`src/design/fmf_pkg.sv`:
```
// Package for the 128-tap chirp matched FIR filter.
// Holds the sample, coefficient and accumulator types, the tap count and the coefficient table.
// No dependencies; every other design file depends on it.
package fmf_pkg;

    localparam int TAPS        = 128;
    localparam int COEFF_COUNT = 128;
    localparam int SAMPLE_W    = 8;
    localparam int COEFF_W     = 5;
    localparam int PROD_W      = SAMPLE_W + COEFF_W;
    localparam int ACC_W       = 16;

    typedef logic signed [SAMPLE_W-1:0] t_sample;
    typedef logic signed [COEFF_W-1:0]  t_coeff;
    typedef logic signed [PROD_W-1:0]   t_prod;
    typedef logic signed [ACC_W-1:0]    t_acc;

    localparam t_coeff C_COEFF [0:COEFF_COUNT-1] = '{
        5'sd10,  5'sd11,  5'sd11,  5'sd8,   5'sd3,   -5'sd3,  -5'sd8,  -5'sd11,
        -5'sd11, -5'sd10, -5'sd10, -5'sd10, -5'sd10, -5'sd10, -5'sd10, -5'sd10,
        -5'sd10, -5'sd10, -5'sd10, -5'sd10, -5'sd10, -5'sd10, -5'sd10, -5'sd10,
        -5'sd10, -5'sd10, -5'sd10, -5'sd10, -5'sd10, -5'sd10, -5'sd10, -5'sd10,
        -5'sd10, -5'sd11, -5'sd11, -5'sd8,  -5'sd3,  5'sd3,   5'sd8,   5'sd11,
        5'sd11,  5'sd10,  5'sd10,  5'sd10,  5'sd10,  5'sd10,  5'sd10,  5'sd10,
        5'sd10,  5'sd11,  5'sd11,  5'sd8,   5'sd3,   -5'sd3,  -5'sd8,  -5'sd11,
        -5'sd11, -5'sd10, -5'sd10, -5'sd10, -5'sd10, -5'sd10, -5'sd10, -5'sd10,
        -5'sd10, -5'sd11, -5'sd11, -5'sd8,  -5'sd3,  5'sd3,   5'sd8,   5'sd11,
        5'sd11,  5'sd10,  5'sd10,  5'sd10,  5'sd10,  5'sd10,  5'sd10,  5'sd10,
        5'sd10,  5'sd11,  5'sd11,  5'sd8,   5'sd3,   -5'sd3,  -5'sd8,  -5'sd11,
        -5'sd11, -5'sd10, -5'sd10, -5'sd10, -5'sd10, -5'sd10, -5'sd10, -5'sd10,
        -5'sd10, -5'sd11, -5'sd11, -5'sd8,  -5'sd3,  5'sd3,   5'sd8,   5'sd11,
        5'sd11,  5'sd10,  5'sd10,  5'sd10,  5'sd10,  5'sd10,  5'sd10,  5'sd10,
        5'sd10,  5'sd10,  5'sd10,  5'sd10,  5'sd10,  5'sd10,  5'sd10,  5'sd10,
        5'sd10,  5'sd10,  5'sd10,  5'sd10,  5'sd10,  5'sd10,  5'sd10,  5'sd10
    };

endpackage

```
`src/design/fmf_tap_cell.sv`:
```
// One tap of the transposed-form FIR chain: multiplies the broadcast sample by its
// coefficient and adds the partial sum handed over by the next tap. Depends on fmf_pkg.
module fmf_tap_cell (
    input  logic          i_clk,
    input  logic          i_rst_n,
    input  logic          i_en,
    input  fmf_pkg::t_sample i_sample,
    input  fmf_pkg::t_coeff  i_coeff,
    input  fmf_pkg::t_acc    i_psum,
    output fmf_pkg::t_acc    o_psum
);
    import fmf_pkg::*;

    t_prod w_prod;
    t_acc  n_psum;
    t_acc  r_psum;

    assign w_prod = i_sample * i_coeff;
    assign n_psum = i_psum + {{(ACC_W-PROD_W){w_prod[PROD_W-1]}}, w_prod};

    always_ff @(posedge i_clk) begin
        if (!i_rst_n) begin
            r_psum <= '0;
        end else if (i_en) begin
            r_psum <= n_psum;
        end
    end

    assign o_psum = r_psum;
endmodule

```
`config.mk`:
```
export PLATFORM = sky130hd
export DESIGN_NAME = fmf_tap_cell
export DESIGN_NICKNAME = d
export VERILOG_FILES = /design/src/design/fmf_pkg.sv /design/src/design/fmf_tap_cell.sv
export SDC_FILE = /design/constraint.sdc
export NUM_CORES = 1
export LEC_CHECK = 0
export ABC_AREA = 0
export BUFFER_PORTS_ARGS = -buffer_cell sky130_fd_sc_hd__buf_2
export CAP_MARGIN = 10
export CORE_MARGIN = 5
export CORE_UTILIZATION = 55
export CTS_CLUSTER_DIAMETER = 120
export CTS_CLUSTER_SIZE = 12
export DETAILED_ROUTE_END_ITERATION = 10
export PLACE_DENSITY_LB_ADDON = 0.08
export SETUP_SLACK_MARGIN = 0.05
export SYNTH_ARGS = -nofsm -noshare
export SYNTH_HDL_FRONTEND = slang
export SYNTH_SLANG_ARGS = --single-unit
```
`constraint.sdc`:
```
create_clock -name i_clk -period 11.15 [get_ports i_clk]
set_input_delay 0.5575 -clock i_clk [delete_from_list [all_inputs] [get_ports i_clk]]
set_output_delay 0.5575 -clock i_clk [all_outputs]
set_load 0.03 [all_outputs]
```
==> impl_metrics.ini <==
[timing]
slew_headroom = 0.709
finalMaxSlewViolations = 0
skew_ns = 0
worst_slack_ns = 5.89
setup_tns_ns = 0
hold_violations = 0
post-route-period-util = 0.471
layout_min_cycle_time_ns = 5.26
tightest_slew_ns = 0.433
rsz0062_at_grt = no
hold_slack_ns = 0.451
finalSetupViolations = 0
max_freq_ghz = 0.190

[logic_synthesis]
async_flop_share = 0
synth_flop_cell = dfxtp_1
synth_seq_cells = 16
synth_top_area_cell = fa_1
yosys_warnings = 0
synth_edf_count = 0
synth_seq_area_share = 0.119
synth_most_common_cell = inv_1
ys_top_cells_by_count = inv_1 (48), ha_1 (37), and2_1 (28)
synth.top_cell.area_share = 0.200
syn-cell-area_sq_um = 2700
synth.distinct_cells = 43
syn-num-nets = 409
syn_inst = 313
synth.area.top_cells = fa_1 (20%), ha_1 (17%), dfxtp_1 (12%)
syn_area_per_cell_sq_um = 8.63

[finish]
drive_gt1_frac = 0.164
syn2layout_area_growth_pct = 13.3
antenna_cells = 0
largest_reg_flops = 16
fillers = 459
fin_nets = 457
design_area_sq_um = 3060

[drt]
drt-pass1-iter-count = 4
routed_wl_um = 4950
ant_nets = 0
via_per_inst = 5.13
vias = 2191
drc_errors = 0
wl_per_cell_um = 11.6
drt-initial-drc-count = 68

[global_route]
grt_pass1_vias = 2175
overflow = 0
grt_usage = 0.171
grt_pass1_wl_um = 9000
antenna_found_initial = 0
grt_max_degree = 19

[cts]
cts-resized-gates = 0
clock-sinks = 16
hold_buffers = 0
cts.path.max_buffers = 2
cts_tree = yes
clk_pin_slew_ns = 0.06
htreeDepth = 1
post_cts_buffers = 0
cts_root_buffer = clkbuf_8
insertion_delay_ns = 0.25
numCtsBuffers = 3

[place]
portBuffers = 47
place_ws_ns = 5.64
dp_hpwl_um = 4360
place_congestion = 0.807
place_area_sq_um = 3010

[run_status]
status = complete, no violations

[worst_setup_path]
crit_chain = buf_2, clkinv_1, nor2_1, fa_1, fa_1, inv_1, fa_1, inv_1, ha_1, a21o_1, a21oi_1, o21bai_1, a21oi_1, xnor2_1, ha_1, o21ai_0, nor2_1, or3_1, o311a_1, xnor2_1, a21oi_1
endpoint_kind = register
critPathArrivalTime_ns = 5.38
crit_required_ns = 11.28
cp_max_fo = 8
worstSetupStartpointType = input port
critPathSlowestCell = fa_1
worstSetupPathType = in -> reg
critPathMaxStageDelay_ns = 0.54

[die]
io_pins = 48
initial_core_util = 0.568
die-area_sq_um = 6410
die_x_um = 80.1
die_h_um = 80.1
placement_rows = 25
fp.coreArea_sq_um = 4750

[run]
maxCapViolations = 0

[worst_hold_path]
hp-class = reg -> reg

[power_and_ir_drop]
leakagePower_nw = 1.56
ir_drop_mv = 0.176
powerDensity_nw_per_um2 = 222
p_total_uw = 680
logic make-up after synthesis:
group,count (synthesis),synth area share
xor+xnor,25,0.0880
flops,16,0.119
simple gates,84,0.164
fa+ha+maj,64,0.371
buf+inv,53,0.0736
mux,6,0.0222
compound gates,65,0.162
layout make-up:
cell class / count / area (sq um) / share of cell area
sequential: 16 / 320 / 0.105
multi-input combinational: 244 / 2180 / 0.713
clock buffer: 4 / 55.1 / 0.0180
inverter: 49 / 184 / 0.0601
timing repair buffer: 47 / 235 / 0.0769
tap: 67 / 83.8 / 0.0274
critical path, delay by kind of cell:
family                   cells  cell delay, ns
AO/OA/AOI/OAI                7            1.33
XOR/XNOR                     2            0.30
adder cells (fa/ha/maj)      5            2.14
buffers and inverters        4            0.40
AND/OR/NAND/NOR              3            0.67
stage by stage:
stage	cells	utilization
after floorplan	313	-
after global placement	423	0.632
after detailed placement	423	0.632
after CTS	427	0.644
after global routing	427	0.644
final	427	0.644
cell usage in the layout, fill, tap and decap left out, types with 2 or more instances in the layout:
cell type  instances
nand2_1           15
a21o_1             5
fa_1              27
xnor2_1           19
o21ai_0           13
nor2b_1            9
a21oi_1           20
o211a_1            2
a211oi_2           2
a211oi_1           3
and2_1            28
dfxtp_1           16
clkbuf_8           4
o21bai_1           3
mux2i_1            6
o21ai_1            2
xor2_1             5
o211ai_1           2
ha_1              37
nor2_1            17
buf_2             47
nand2b_1           4
nand3_1            5
o21a_1             3
inv_1             48
power by group:
| part | switching (mW) | internal, mW | total (mW) |
|---|---|---|---|
| logic | 0.304 | 0.242 | 0.546 |
| clock network | 0.0203 | 0.0313 | 0.0517 |
| registers | 0.00712 | 0.0747 | 0.0818 |
final timing paths:
path	start	to	slack, ns	cells after the start
setup / recovery	i_coeff[4]	o_psum[15]	5.89	21
hold / removal	o_psum[13]	o_psum[13]	0.45	2
setup reg to reg	o_psum[12]	o_psum[12]	10.43	1
hold reg to reg	o_psum[13]	o_psum[13]	0.45	2
per-layer routing:
layer	share of wire	vias up	track usage
li1	-	1127	-
met1	0.47	1026	0.230
met2	0.48	35	0.292
met3	0.040	3	0.0280
met4	0.0032	0	0.0304
met5	0	-	0
Note: power is estimated with default switching activity, not from simulation.
